**src/sv/bfvt_pkg.sv**
```systemverilog
// Shared types and constants for the box frustum visibility test.
package bfvt_pkg;

    localparam int PLANE_COUNT = 6;
    localparam int IDX_BITS    = 3;

    // Register indexes of the configuration port
    localparam logic [IDX_BITS-1:0] REG_TOP    = 3'd0;
    localparam logic [IDX_BITS-1:0] REG_BOTTOM = 3'd1;
    localparam logic [IDX_BITS-1:0] REG_RIGHT  = 3'd2;
    localparam logic [IDX_BITS-1:0] REG_LEFT   = 3'd3;
    localparam logic [IDX_BITS-1:0] REG_FAR    = 3'd4;
    localparam logic [IDX_BITS-1:0] REG_NEAR   = 3'd5;

    localparam int PT_BITS   = 26;  // point coordinate, room for lo + MAX_SPAN + step
    localparam int PROD_BITS = 42;  // 16 x 26 signed product
    localparam int DIST_BITS = 45;  // sum of three products and the offset term

    typedef logic [63:0] t_plane;

    // Point handed to the plane pipeline
    typedef struct packed {
        logic                       valid;
        logic                       last;
        logic signed [PT_BITS-1:0]  x;
        logic signed [PT_BITS-1:0]  y;
        logic signed [PT_BITS-1:0]  z;
    } t_point;

endpackage

```
**src/sv/bfvt_point_gen.sv**
```systemverilog
// Point sequencer: eight corners, then the clamped grid in x, y, z order.
module bfvt_point_gen #(
    parameter int GRID_STEP  = 4,
    parameter int MAX_SPAN   = 16,
    parameter int COORD_BITS = 16
) (
    input  logic                   i_clk,
    input  logic                   i_rst_n,
    input  logic                   i_start,
    input  logic                   i_adv,
    input  logic                   i_stop,
    input  logic signed [15:0]     i_lo [3],
    input  logic signed [15:0]     i_hi [3],
    output logic                   o_busy,
    output logic                   o_clamped,
    output bfvt_pkg::t_point       o_pt
);
    localparam int PT = bfvt_pkg::PT_BITS;

    logic signed [PT-1:0] r_lo [3];
    logic signed [PT-1:0] r_hi [3];
    logic signed [PT-1:0] r_end [3];
    logic signed [PT-1:0] r_x, r_y, r_z;
    logic [2:0]           r_corner;
    logic                 r_grid;
    logic                 r_busy;

    logic signed [PT-1:0] lo_ext [3];
    logic signed [PT-1:0] hi_ext [3];
    logic [2:0]           clamp;
    logic signed [PT-1:0] nx, ny, nz;
    logic                 grid_empty, x_done, y_done, z_done;

    always_comb begin
        for (int a = 0; a < 3; a++) begin
            lo_ext[a] = PT'($signed(i_lo[a][COORD_BITS-1:0]));
            hi_ext[a] = PT'($signed(i_hi[a][COORD_BITS-1:0]));
            clamp[a]  = (hi_ext[a] - lo_ext[a]) > PT'(MAX_SPAN);
        end
    end

    assign nx = r_x + PT'(GRID_STEP);
    assign ny = r_y + PT'(GRID_STEP);
    assign nz = r_z + PT'(GRID_STEP);
    assign z_done = nz > r_end[2];
    assign y_done = ny > r_end[1];
    assign x_done = nx > r_end[0];
    assign grid_empty = (r_end[0] < r_lo[0]) || (r_end[1] < r_lo[1]) || (r_end[2] < r_lo[2]);

    always_ff @(posedge i_clk) begin
        if (!i_rst_n) begin
            r_busy <= 1'b0;
        end else if (i_start) begin
            r_busy <= 1'b1;
        end else if (i_stop || (i_adv && o_pt.last)) begin
            r_busy <= 1'b0;
        end
    end

    always_ff @(posedge i_clk) begin
        if (i_start) begin
            for (int a = 0; a < 3; a++) begin
                r_lo[a]  <= lo_ext[a];
                r_hi[a]  <= hi_ext[a];
                r_end[a] <= clamp[a] ? lo_ext[a] + PT'(MAX_SPAN) : hi_ext[a];
            end
            o_clamped <= |clamp;
            r_corner  <= '0;
            r_grid    <= 1'b0;
        end else if (i_adv && r_busy) begin
            if (!r_grid) begin
                r_corner <= r_corner + 3'd1;
                if (r_corner == 3'd7) begin
                    r_grid <= 1'b1;
                    r_x    <= r_lo[0];
                    r_y    <= r_lo[1];
                    r_z    <= r_lo[2];
                end
            end else if (!z_done) begin
                r_z <= nz;
            end else begin
                r_z <= r_lo[2];
                if (!y_done) begin
                    r_y <= ny;
                end else begin
                    r_y <= r_lo[1];
                    r_x <= nx;
                end
            end
        end
    end

    always_comb begin
        o_pt.valid = r_busy && !i_stop;
        if (!r_grid) begin
            o_pt.x    = r_corner[0] ? r_hi[0] : r_lo[0];
            o_pt.y    = r_corner[1] ? r_hi[1] : r_lo[1];
            o_pt.z    = r_corner[2] ? r_hi[2] : r_lo[2];
            o_pt.last = (r_corner == 3'd7) && grid_empty;
        end else begin
            o_pt.x    = r_x;
            o_pt.y    = r_y;
            o_pt.z    = r_z;
            o_pt.last = z_done && y_done && x_done;
        end
    end

    assign o_busy = r_busy;
endmodule

```
**config.mk**
```make
export PLATFORM = sky130hd
export DESIGN_NAME = bfvt_point_gen
export DESIGN_NICKNAME = d
export VERILOG_FILES = /design/src/sv/bfvt_pkg.sv /design/src/sv/bfvt_point_gen.sv
export SDC_FILE = /design/constraint.sdc
export NUM_CORES = 1
export LEC_CHECK = 0
export BUFFER_PORTS_ARGS = -buffer_cell sky130_fd_sc_hd__buf_2
export CAP_MARGIN = 20
export CORE_MARGIN = 2
export CORE_UTILIZATION = 65
export DETAILED_ROUTE_END_ITERATION = 16
export GPL_TIMING_DRIVEN = 1
export PLACE_DENSITY_LB_ADDON = 0.08
export RECOVER_POWER = 100
export SLEW_MARGIN = 20
export SYNTH_ARGS = -nofsm -noshare
export SYNTH_HDL_FRONTEND = slang
export SYNTH_SLANG_ARGS = --single-unit
```
**constraint.sdc**
```tcl
create_clock -name i_clk -period 7.33 [get_ports i_clk]
set_input_delay 1.466 -clock i_clk [delete_from_list [all_inputs] [get_ports i_clk]]
set_output_delay 1.466 -clock i_clk [all_outputs]
set_load 0.05 [all_outputs]
```
==> flow_metrics.env, run 1 <==
export IMPL_hp_class="register to register"
export IMPL_cp_num_cells=7
export IMPL_insertion_delay_ps=540
export IMPL_fin_crit_ps=6610
export IMPL_path_delay_family="flip-flops"
export IMPL_grt_use_total_pct=31.2
export IMPL_r2r_slack_ps=1370
export IMPL_ir_worst_vdd_uv=230
export IMPL_setup_tns_ps=0
export IMPL_initial_core_util_pct=66.0
export IMPL_grt_pass1_wl_mm=70.6
export IMPL_avgRoutedWirePerCell_um=19.2
export IMPL_antenna_left=0
export IMPL_gp_congestion=0.942
export IMPL_cp_data_arrival_time_ps=5140
export IMPL_drt_first_pass_iters=6
export IMPL_post_place_ws_ps=1520
export IMPL_period_share_pct=90.2
export IMPL_synth_area_um2=17100
export IMPL_syn2layout_area_growth_pct=10.1
export IMPL_post_drt_via_cell_ratio=6.16
export IMPL_violations="max-capacitance violations, max-slew violations"
export IMPL_final_cells=2275
export IMPL_die_h_um=166
export IMPL_final_common_cell="edfxtp_1"
export IMPL_cts_setup_buffers=0
export IMPL_antenna_found_initial=0
export IMPL_yosysTopAreaCell="edfxtp_1"
export IMPL_antennaDiodeCount=0
export IMPL_mappedNetlistNets=2042
export IMPL_worst_clock_skew_ps=15.1
export IMPL_core_area_um2=25900
export IMPL_seq_area_frac_synth_pct=40.3
export IMPL_vias=14000
export IMPL_worstPathMaxFanout=78
export IMPL_cts_sinks=231
export IMPL_cts_hold_buf=0
export IMPL_ys_warn_count=0
export IMPL_cap_viol_max_count=6
export IMPL_grt_max_degree=88
export IMPL_worst_pin_slew_ps=4600
export IMPL_port_buffers=182
export IMPL_drc=0
export IMPL_synthTopCellsByArea="edfxtp_1 (40%), ha_1 (13%), inv_1 (4.1%), xnor2_1 (3.9%), mux2i_1 (3.7%)"
export IMPL_cts_tree="yes"
export IMPL_final_cell_mix="edfxtp_1 (226), inv_1 (189), clkbuf_1 (185)"
export IMPL_place_inst=2228
export IMPL_fin_nets=2207
export IMPL_ys_types=77
export IMPL_grt_pass1_vias=13700
export IMPL_clock_fmax_mhz=151
export IMPL_cts_buffers=26
export IMPL_overflow=0
export IMPL_setup_viol=0
export IMPL_clockBufferDepth=3
export IMPL_synth_top_area_share_pct=39.7
export IMPL_synth_ff_type="edfxtp_1"
export IMPL_crit_path_end="o_pt[78]"
export IMPL_powerDensity_nw_per_um2=200
export IMPL_die_w_um=166
export IMPL_hpwlAfterDp_mm=33.2
export IMPL_max_stage_delay_ps=2150
export IMPL_fp_row_count=59
export IMPL_hold_viol_final=0
export IMPL_final_util_pct=72.7
export IMPL_crit_buf_inv=2
export IMPL_cts_max_level=1
export IMPL_async_flop_share_pct=0
export IMPL_relSlewSlack_pct=-207
export IMPL_clk_pin_slew_ps=60
export IMPL_required_ps=5860
export IMPL_outcome="finished, violations left"
export IMPL_drive_gt1_share_pct=5.52
export IMPL_worstSetupStartpointType="register"
export IMPL_synth_edff_count=226
export IMPL_r2r_start="r_z[4]$_DFFE_PP_"
export IMPL_die_area_um2=27600
export IMPL_p_leak_nw=7.63
export IMPL_rsz0062_at_grt="no"
export IMPL_post_cts_resized=0
export IMPL_drt_iter0_drc=1514
export IMPL_r2r_end="r_z[25]$_DFFE_PP_"
export IMPL_ys_ff_latch=231
export IMPL_ios=183
export IMPL_reg2reg_depth=18
export IMPL_drv_slew=349
export IMPL_totalWireLength_mm=43.7
export IMPL_timing_critical_path_cells="inv_1 > nand2_1 > a21oi_1 > a31oi_1 > o21a_1 > o211ai_1 > clkbuf_1"
export IMPL_crit_slowest_cell="dfxtp_1"
export IMPL_syn_inst=1756
export IMPL_syn_mean_instance_area_um2=9.74
export IMPL_critPathLaunch="r_grid$_SDFFE_PP0P_"
export IMPL_crit_type="register to primary output"
export IMPL_cts_root_buf="clkbuf_16"
export IMPL_finalWorstSetupSlack_ps=721
export IMPL_fillers=2023
export IMPL_cp_end_kind="primary output"
-- report_power, final --
part           leakage (nW)  total (mW)  switching [mW]  internal, mW
Clock                 0.412        1.28           0.542         0.742
Combinational          5.03       0.879           0.577         0.302
Sequential             2.19        1.60          0.0469          1.55
-- stage by stage --
| stage | cell area, um2 | hold slack, ps | total power, mW |
|---|---|---|---|
| floorplan | 17100 | 545 | 2.25 |
| global placement | 18300 | 518 | 2.49 |
| detailed placement | 18300 | 522 | 2.51 |
| CTS | 19100 | 558 | 3.78 |
| global route | 18800 | 598 | 3.92 |
| finish | 18800 | 569 | 3.76 |
-- layer usage --
metal	part of all wire, %	vias up	track usage (%)	wire length, um
li1	-	6726	-	-
met1	43	6663	43.3	18900
met2	47	550	51.9	20300
met3	7.2	83	3.17	3150
met4	3.0	0	10.0	1290
met5	0	-	0	0
-- worst register-to-register path, cell delays in order, from the launching register on --
cell and delay, ps:
edfxtp_1 430, and3_1 200, and2_0 200, nand4_1 220
nor2_1 270, inv_1 90, or3_1 440, nor2_1 160
xor2_1 110, ha_1 350, and4_1 240, nand4_1 140
nor3_1 280, o41ai_1 130, o211ai_1 110, mux2i_1 240
nand2b_1 300, clkbuf_1 1350, mux2_2 480
-- worst min path at each step --
stage	from	endpoint	slack, ps	cells after the start
2_1_floorplan	r_lo[0][28]$_DFFE_PP_	r_y[2]$_DFFE_PP_	540	2
3_3_place_gp	o_busy$_SDFFE_PN0P_	r_grid$_SDFFE_PP0P_	520	2
3_5_place_dp	o_busy$_SDFFE_PN0P_	r_grid$_SDFFE_PP0P_	520	2
4_1_cts	o_busy$_SDFFE_PN0P_	r_grid$_SDFFE_PP0P_	560	2
5_1_grt	o_busy$_SDFFE_PN0P_	r_grid$_SDFFE_PP0P_	600	2
6_report	o_busy$_SDFFE_PN0P_	r_grid$_SDFFE_PP0P_	570	2
-- registers in the layout (all words and copies together), names as in the netlist --
signal and count:
r_x 26, r_z 26, r_grid 1, r_y 26
r_lo 48, r_corner 3, o_clamped 1, r_end 51
r_hi 48, o_busy 1
-- kinds of logic after synthesis --
group | share of synthesized area [%]
AND/OR/NAND/NOR | 14.0
AO/OA/AOI/OAI | 13.7
buffers and inverters | 5.65
flip-flops | 40.3
adder cells (fa/ha/maj) | 13.7
multiplexers | 7.18
XOR/XNOR | 5.58
-- synthesized netlist by cell type (4+ instances only) --
master	number
edfxtp_1	226
inv_1	189
ha_1	182
nor2_1	137
nand2_1	127
a21oi_1	110
o21ai_0	108
xnor2_1	77
mux2i_1	63
nand3_1	60
a21o_1	52
nand4_1	52
mux2_2	45
clkbuf_1	44
xor2_1	32
nor3_1	31
and3_1	15
a211oi_1	13
nor2b_1	13
a31oi_1	11
o211ai_1	10
nor4_1	9
and2_1	8
and4_1	8
nand2b_1	8
o21a_1	7
mux2_4	6
a211o_1	5
dfxtp_1	5
nand3b_1	5
a2111oi_0	4
a221o_1	4
a221oi_1	4
buf_1	4
o2111ai_1	4
o22ai_1	4
o31a_1	4
or2_2	4
or3_1	4
-- area by class of cell --
| type | count | area (um2) | share of cell area [%] |
|---|---|---|---|
| multi-input cells | 1279 | 9220 | 49.0 |
| inverters | 190 | 713 | 3.79 |
| clock buffers | 30 | 687 | 3.65 |
| repair buffers | 193 | 753 | 4.00 |
| well taps | 335 | 419 | 2.23 |
| clock inverters | 17 | 149 | 0.791 |
| flip-flops and latches | 231 | 6890 | 36.6 |
Power figures use the tool's default switching activity.
==> run 2: changes to the inputs <==
--- a/config.mk
+++ b/config.mk
@@ -13,6 +13,7 @@
 export GPL_TIMING_DRIVEN = 1
 export PLACE_DENSITY_LB_ADDON = 0.08
 export RECOVER_POWER = 100
+export SKIP_LAST_GASP = 1
 export SLEW_MARGIN = 20
 export SYNTH_ARGS = -nofsm -noshare
 export SYNTH_HDL_FRONTEND = slang
==> constraint.sdc (replaced) <==
create_clock -name i_clk -period 8.2 [get_ports i_clk]
set_input_delay 0.41 -clock i_clk [delete_from_list [all_inputs] [get_ports i_clk]]
set_output_delay 0.41 -clock i_clk [all_outputs]
set_load 0.05 [all_outputs]
==> run 2 against run 1 <==
Effect of this change: the run still ends with max-capacitance violations, max-slew violations left; clock power fell by 9%; final cell count hardly changed; register-to-register slack better by 450 ps; critical endpoint is now r_y[5]$_DFFE_PP_; largest power group unchanged.
==> flow_metrics.env, run 2 (synthesis results as in run 1) <==
export IMPL_drive_gt1_share_pct=5.78
export IMPL_cts_tree="yes"
export IMPL_drc=0
export IMPL_hp_class="input port to register"
export IMPL_violations="max-capacitance violations, max-slew violations"
export IMPL_cap_viol_max_count=4
export IMPL_rsz0062_at_grt="no"
export IMPL_clock_fmax_mhz=157
export IMPL_setup_viol=0
export IMPL_fp_row_count=59
export IMPL_setup_tns_ps=0
export IMPL_period_share_pct=77.9
export IMPL_cp_end_kind="register"
export IMPL_max_stage_delay_ps=1420
export IMPL_die_h_um=166
export IMPL_cts_buffers=25
export IMPL_totalWireLength_mm=43.4
export IMPL_hold_viol_final=0
export IMPL_worstPathMaxFanout=48
export IMPL_ir_worst_vdd_uv=222
export IMPL_required_ps=8360
export IMPL_powerDensity_nw_per_um2=180
export IMPL_vias=13900
export IMPL_antenna_left=0
export IMPL_drt_iter0_drc=1310
export IMPL_largest_register="r_end"
export IMPL_clk_pin_slew_ps=60
export IMPL_min_from="i_hi[4]"
export IMPL_initial_core_util_pct=66.0
export IMPL_grt_pass1_vias=13700
export IMPL_critPathLaunch="r_z[4]$_DFFE_PP_"
export IMPL_top_regs="r_end (51), r_hi (48), r_lo (48)"
export IMPL_largest_reg_flops=51
export IMPL_outcome="finished, violations left"
export IMPL_gp_congestion=0.915
export IMPL_final_cell_mix="edfxtp_1 (226), inv_1 (189), clkbuf_1 (183)"
export IMPL_r2r_start="r_z[4]$_DFFE_PP_"
export IMPL_cts_setup_buffers=0
export IMPL_die_area_um2=27600
export IMPL_grt_pass1_wl_mm=69.5
export IMPL_syn2layout_area_growth_pct=10.1
export IMPL_core_area_um2=25900
export IMPL_crit_type="register to register"
export IMPL_worst_pin_slew_ps=4920
export IMPL_avgRoutedWirePerCell_um=19.1
export IMPL_cts_max_level=1
export IMPL_final_common_cell="edfxtp_1"
export IMPL_ios=183
export IMPL_cts_sinks=231
export IMPL_port_buffers=182
export IMPL_clockBufferDepth=3
export IMPL_worstSetupStartpointType="register"
export IMPL_cp_data_arrival_time_ps=6540
export IMPL_fin_nets=2205
export IMPL_final_util_pct=72.7
export IMPL_die_w_um=166
export IMPL_insertion_delay_ps=540
export IMPL_post_cts_resized=0
export IMPL_post_drt_via_cell_ratio=6.10
export IMPL_overflow=0
export IMPL_grt_max_degree=93
export IMPL_drt_first_pass_iters=5
export IMPL_cts_root_buf="clkbuf_16"
export IMPL_cts_hold_buf=0
export IMPL_antennaDiodeCount=0
export IMPL_timing_critical_path_cells="and3_1 > and2_1 > nand4_1 > nor2_1 > inv_1 > or3_1 > nor2_1 > xor2_1 > ha_1 > and4_1 > nand4_1 > nor3_1 > o41ai_1 > o211ai_1 > mux2i_1 > nand2b_2 > clkbuf_1 > and2_2"
export IMPL_crit_slowest_cell="clkbuf_1"
export IMPL_grt_use_total_pct=30.8
export IMPL_fin_crit_ps=6380
export IMPL_drv_slew=260
export IMPL_relSlewSlack_pct=-228
export IMPL_worst_clock_skew_ps=18.4
export IMPL_antenna_found_initial=0
export IMPL_p_leak_nw=7.63
export IMPL_hpwlAfterDp_mm=32.9
## run 2: changes by cell type in the layout (fill, tap and decap cells not counted), sizes merged
cell	delta
bufinv	+2
clkinvlp	-1
clkbuf	-5
clkinv	+2
inv	+1
buf	-1
## run 2: where the power goes
group          leakage (nW)  switching, mW  internal [mW]
registers              2.19         0.0404           1.39
clock network         0.423          0.484          0.684
logic                  5.02          0.514          0.271
total                  7.63           1.04           2.34
## run 2: layer usage
| layer | share of wire, % | vias to the layer above | GRT usage (%) | routed length (um) |
|---|---|---|---|---|
| met2 | 47 | 490 | 52.0 | 20500 |
| met1 | 44 | 6577 | 41.8 | 19000 |
| met3 | 6.3 | 72 | 3.72 | 2750 |
| met5 | 0 | - | 0 | 0 |
| li1 | - | 6726 | - | - |
| met4 | 2.7 | 0 | 9.57 | 1180 |
## run 2: layout make-up
cell class	instances	area [um2]
multi-input combinational	1279	9220
inverter	190	713
sequential	231	6890
timing repair buffer	192	747
clock inverter	21	213
clock buffer	25	626
fill	2012	7090
tap	335	419
## run 2: path summary, 6_finish.rpt
| check | end | slack [ps] | depth (start not counted) |
|---|---|---|---|
| worst max register to register | r_y[5]$_DFFE_PP_ | 1820 | 18 |
| worst min-delay path | r_hi[0][56]$_DFFE_PP_ | 120 | 1 |
| worst max-delay path | r_y[5]$_DFFE_PP_ | 1820 | 18 |
| worst min register to register | r_grid$_SDFFE_PP0P_ | 550 | 2 |
## run 2: critical path: cells and delay by family (launching register included)
kind                       cells  cell delay [ps]
and+or+nand+nor               11             3090
buffers and inverters          2             1510
DFF                            1              440
adders and majority gates      1              340
AOI/OAI and AO/OA              2              250
muxes                          1              250
xor gates and xnor gates       1               90
## run 2: metrics by stage
step | cell area [um2] | cells | power (mW) | setup slack (ps) | hold slack (ps)
after floorplan | 17100 | 1756 | 2.01 | 3590 | 509
after global placement | 18300 | 2227 | 2.22 | 2850 | 505
after detailed placement | 18300 | 2227 | 2.24 | 3050 | 521
after CTS | 19100 | 2273 | 3.40 | 2840 | 59.0
after global routing | 18800 | 2273 | 3.52 | 1280 | 109
final | 18800 | 2273 | 3.38 | 1820 | 117
==> run 3: changes to the inputs <==
--- a/config.mk
+++ b/config.mk
@@ -5,10 +5,11 @@
 export SDC_FILE = /design/constraint.sdc
 export NUM_CORES = 1
 export LEC_CHECK = 0
+export ABC_AREA = 1
 export BUFFER_PORTS_ARGS = -buffer_cell sky130_fd_sc_hd__buf_2
 export CAP_MARGIN = 20
 export CORE_MARGIN = 2
-export CORE_UTILIZATION = 65
+export CORE_UTILIZATION = 61
 export DETAILED_ROUTE_END_ITERATION = 16
 export GPL_TIMING_DRIVEN = 1
 export PLACE_DENSITY_LB_ADDON = 0.08
==> constraint.sdc (replaced) <==
create_clock -name i_clk -period 6.6 [get_ports i_clk]
set_input_delay 0.33 -clock i_clk [delete_from_list [all_inputs] [get_ports i_clk]]
set_output_delay 0.33 -clock i_clk [all_outputs]
set_load 0.05 [all_outputs]
==> run 3 against run 2 <==
Effect of this change: the run still ends with max-capacitance violations, max-slew violations left; routed wire length grew 4.0%; global-route usage decreased by 1.8 points; flip-flop and latch count is the same; critical path type is now register to primary output.
==> flow_metrics.env, run 3 <==
export IMPL_outcome="finished, violations left"
export IMPL_violations="max-capacitance violations, max-slew violations"
export IMPL_async_flop_share_pct=0
export IMPL_totalWireLength_mm=45.1
export IMPL_cts_tree="yes"
export IMPL_initial_core_util_pct=61.5
export IMPL_clock_fmax_mhz=175
export IMPL_max_stage_delay_ps=2210
export IMPL_period_share_pct=86.3
export IMPL_final_common_cell="nand2_1"
export IMPL_ios=183
export IMPL_worstSetupStartpointType="register"
export IMPL_grt_pass1_wl_mm=72.8
export IMPL_drv_slew=293
export IMPL_cts_root_buf="clkbuf_16"
export IMPL_ys_top_cells_by_count="nand2_1 (613), inv_1 (384), edfxtp_1 (226), ha_1 (182)"
export IMPL_timing_critical_path_cells="clkinvlp_2 > clkbuf_1 > nand2_1 > nand2_1 > clkbuf_1"
export IMPL_hp_class="input port to register"
export IMPL_ys_ff_latch=231
export IMPL_die_area_um2=31100
export IMPL_fillers=2598
export IMPL_fp_row_count=63
export IMPL_final_cell_mix="nand2_1 (618), inv_1 (384), edfxtp_1 (226)"
export IMPL_clockBufferDepth=3
export IMPL_overflow=0
export IMPL_drive_gt1_share_pct=4.03
export IMPL_syn_mean_instance_area_um2=7.82
export IMPL_setup_viol=0
export IMPL_synth_ff_type="edfxtp_1"
export IMPL_fin_nets=2773
export IMPL_cap_viol_max_count=4
export IMPL_cts_buffers=25
export IMPL_yosysTopAreaCell="edfxtp_1"
export IMPL_insertion_delay_ps=520
export IMPL_worstPathMaxFanout=75
export IMPL_cts_setup_buffers=0
export IMPL_worst_clock_skew_ps=11.7
export IMPL_synth_area_um2=18100
export IMPL_vias=15700
export IMPL_port_buffers=182
export IMPL_post_drt_via_cell_ratio=5.43
export IMPL_fin_crit_ps=5700
export IMPL_synth_top_area_share_pct=37.4
export IMPL_die_h_um=176
export IMPL_synth_top_family_by_area="simple AND/OR/NAND/NOR gates"
export IMPL_worst_pin_slew_ps=3400
export IMPL_cts_max_level=1
export IMPL_syn_inst=2319
export IMPL_core_area_um2=29500
export IMPL_synth_most_common_cell="nand2_1"
export IMPL_die_w_um=176
export IMPL_seq_area_frac_synth_pct=38.0
export IMPL_rsz0062_at_grt="no"
export IMPL_multi_input_comb_area_um2=9490
export IMPL_cts_sinks=231
export IMPL_p_leak_nw=9.49
export IMPL_path_delay_family="buffers and inverters"
export IMPL_drt_iter0_drc=959
export IMPL_synth_compound_area_share_pct=11.0
export IMPL_synth_simple_gate_area_share_pct=23.9
export IMPL_yosys_area_share_adder_pct=12.9
export IMPL_ys_types=54
export IMPL_synth_edff_count=226
export IMPL_cp_data_arrival_time_ps=5370
export IMPL_required_ps=6270
export IMPL_grt_max_degree=95
export IMPL_ir_worst_vdd_uv=162
export IMPL_syn2layout_area_growth_pct=9.75
export IMPL_hpwlAfterDp_mm=35.3
export IMPL_grt_pass1_vias=15100
export IMPL_drc=0
export IMPL_antenna_left=0
export IMPL_post_cts_resized=0
export IMPL_power_mw=4.33
export IMPL_relSlewSlack_pct=-127
export IMPL_crit_buf_inv=3
export IMPL_hold_viol_final=0
export IMPL_ys_warn_count=0
export IMPL_largest_register="r_end"
export IMPL_mappedNetlistNets=2605
export IMPL_crit_type="register to primary output"
export IMPL_drt_first_pass_iters=5
export IMPL_seqCellArea_um2=6890
export IMPL_gp_congestion=0.929
export IMPL_synthTopCellsByArea="edfxtp_1 (37%), nand2_1 (13%), ha_1 (13%), inv_1 (7.9%), xor2_1 (4.4%)"
export IMPL_antenna_found_initial=0
export IMPL_powerDensity_nw_per_um2=218
export IMPL_setup_tns_ps=0
export IMPL_cts_hold_buf=3
export IMPL_avgRoutedWirePerCell_um=15.6
export IMPL_antennaDiodeCount=0
export IMPL_clk_pin_slew_ps=60
export IMPL_crit_slowest_cell="clkbuf_1"
export IMPL_largest_reg_flops=51
export IMPL_cp_end_kind="primary output"
export IMPL_synth_mux_area_fraction_pct=0
export IMPL_grt_use_total_pct=29.0
export IMPL_post_synth_xor_area_fraction_pct=4.88
export IMPL_top_regs="r_end (51), r_hi (48), r_lo (48)"
run 3: cell families (layout without fill, tap and decap cells):
group	count (synthesis)	after routing
AO/OA/AOI/OAI	345	345
XOR/XNOR	99	99
adder cells (fa/ha/maj)	185	185
buffers and inverters	440	625
flip-flops	231	231
AND/OR/NAND/NOR	1019	1019
run 3: report_power, final:
group | internal, mW | switching, mW | total (mW)
sequential | 1.74 | 0.0552 | 1.79
clock | 0.822 | 0.559 | 1.38
combinational | 0.356 | 0.799 | 1.15
total | 2.92 | 1.41 | 4.33
run 3: final timing paths:
path | from | cells past startpoint | slack (ps) | to
hold reg to reg | r_lo[0][38]$_DFFE_PP_ | 2 | 560 | r_y[12]$_DFFE_PP_
setup reg to reg | r_z[3]$_DFFE_PP_ | 25 | 1230 | r_y[24]$_DFFE_PP_
hold / removal | i_rst_n | 3 | 40 | o_busy$_SDFFE_PN0P_
setup / recovery | r_grid$_SDFFE_PP0P_ | 5 | 900 | o_pt[20]
run 3: metrics by stage:
step	hold WS, ps	setup WS, ps	utilization (%)	instance area, um2	std cells
after global placement	535	1730	65.7	19400	2847
after floorplan	429	1400	-	18100	2319
after detailed placement	535	1570	65.7	19400	2847
after global routing	43.2	484	67.5	19900	2894
after CTS	1.15	1540	68.5	20200	2894
final	42.0	902	67.5	19900	2894
run 3: worst register-to-register path: cells and delay by family (launching register included):
| family | cells | cell delay [ps] |
|---|---|---|
| flip-flops | 1 | 390 |
| adder cells (fa/ha/maj) | 2 | 500 |
| XOR/XNOR | 1 | 230 |
| buffers and inverters | 6 | 1240 |
| AND/OR/NAND/NOR | 16 | 2690 |
run 3: layout make-up:
cell class | instances | area share (%)
clock buffer | 33 | 3.34
clock inverter | 11 | 0.660
inverter | 387 | 7.30
multi-input combinational | 1648 | 47.7
sequential | 231 | 34.6
tap | 390 | 2.45
timing repair buffer | 194 | 3.98
run 3: metal layers:
| metal | wire, um | up-vias | global-route usage (%) |
|---|---|---|---|
| met4 | 1740 | 0 | 10.6 |
| met5 | 0 | - | 0 |
| met1 | 19900 | 7144 | 38.5 |
| met2 | 21000 | 480 | 49.5 |
| met3 | 2520 | 96 | 2.76 |
| li1 | - | 7988 | - |
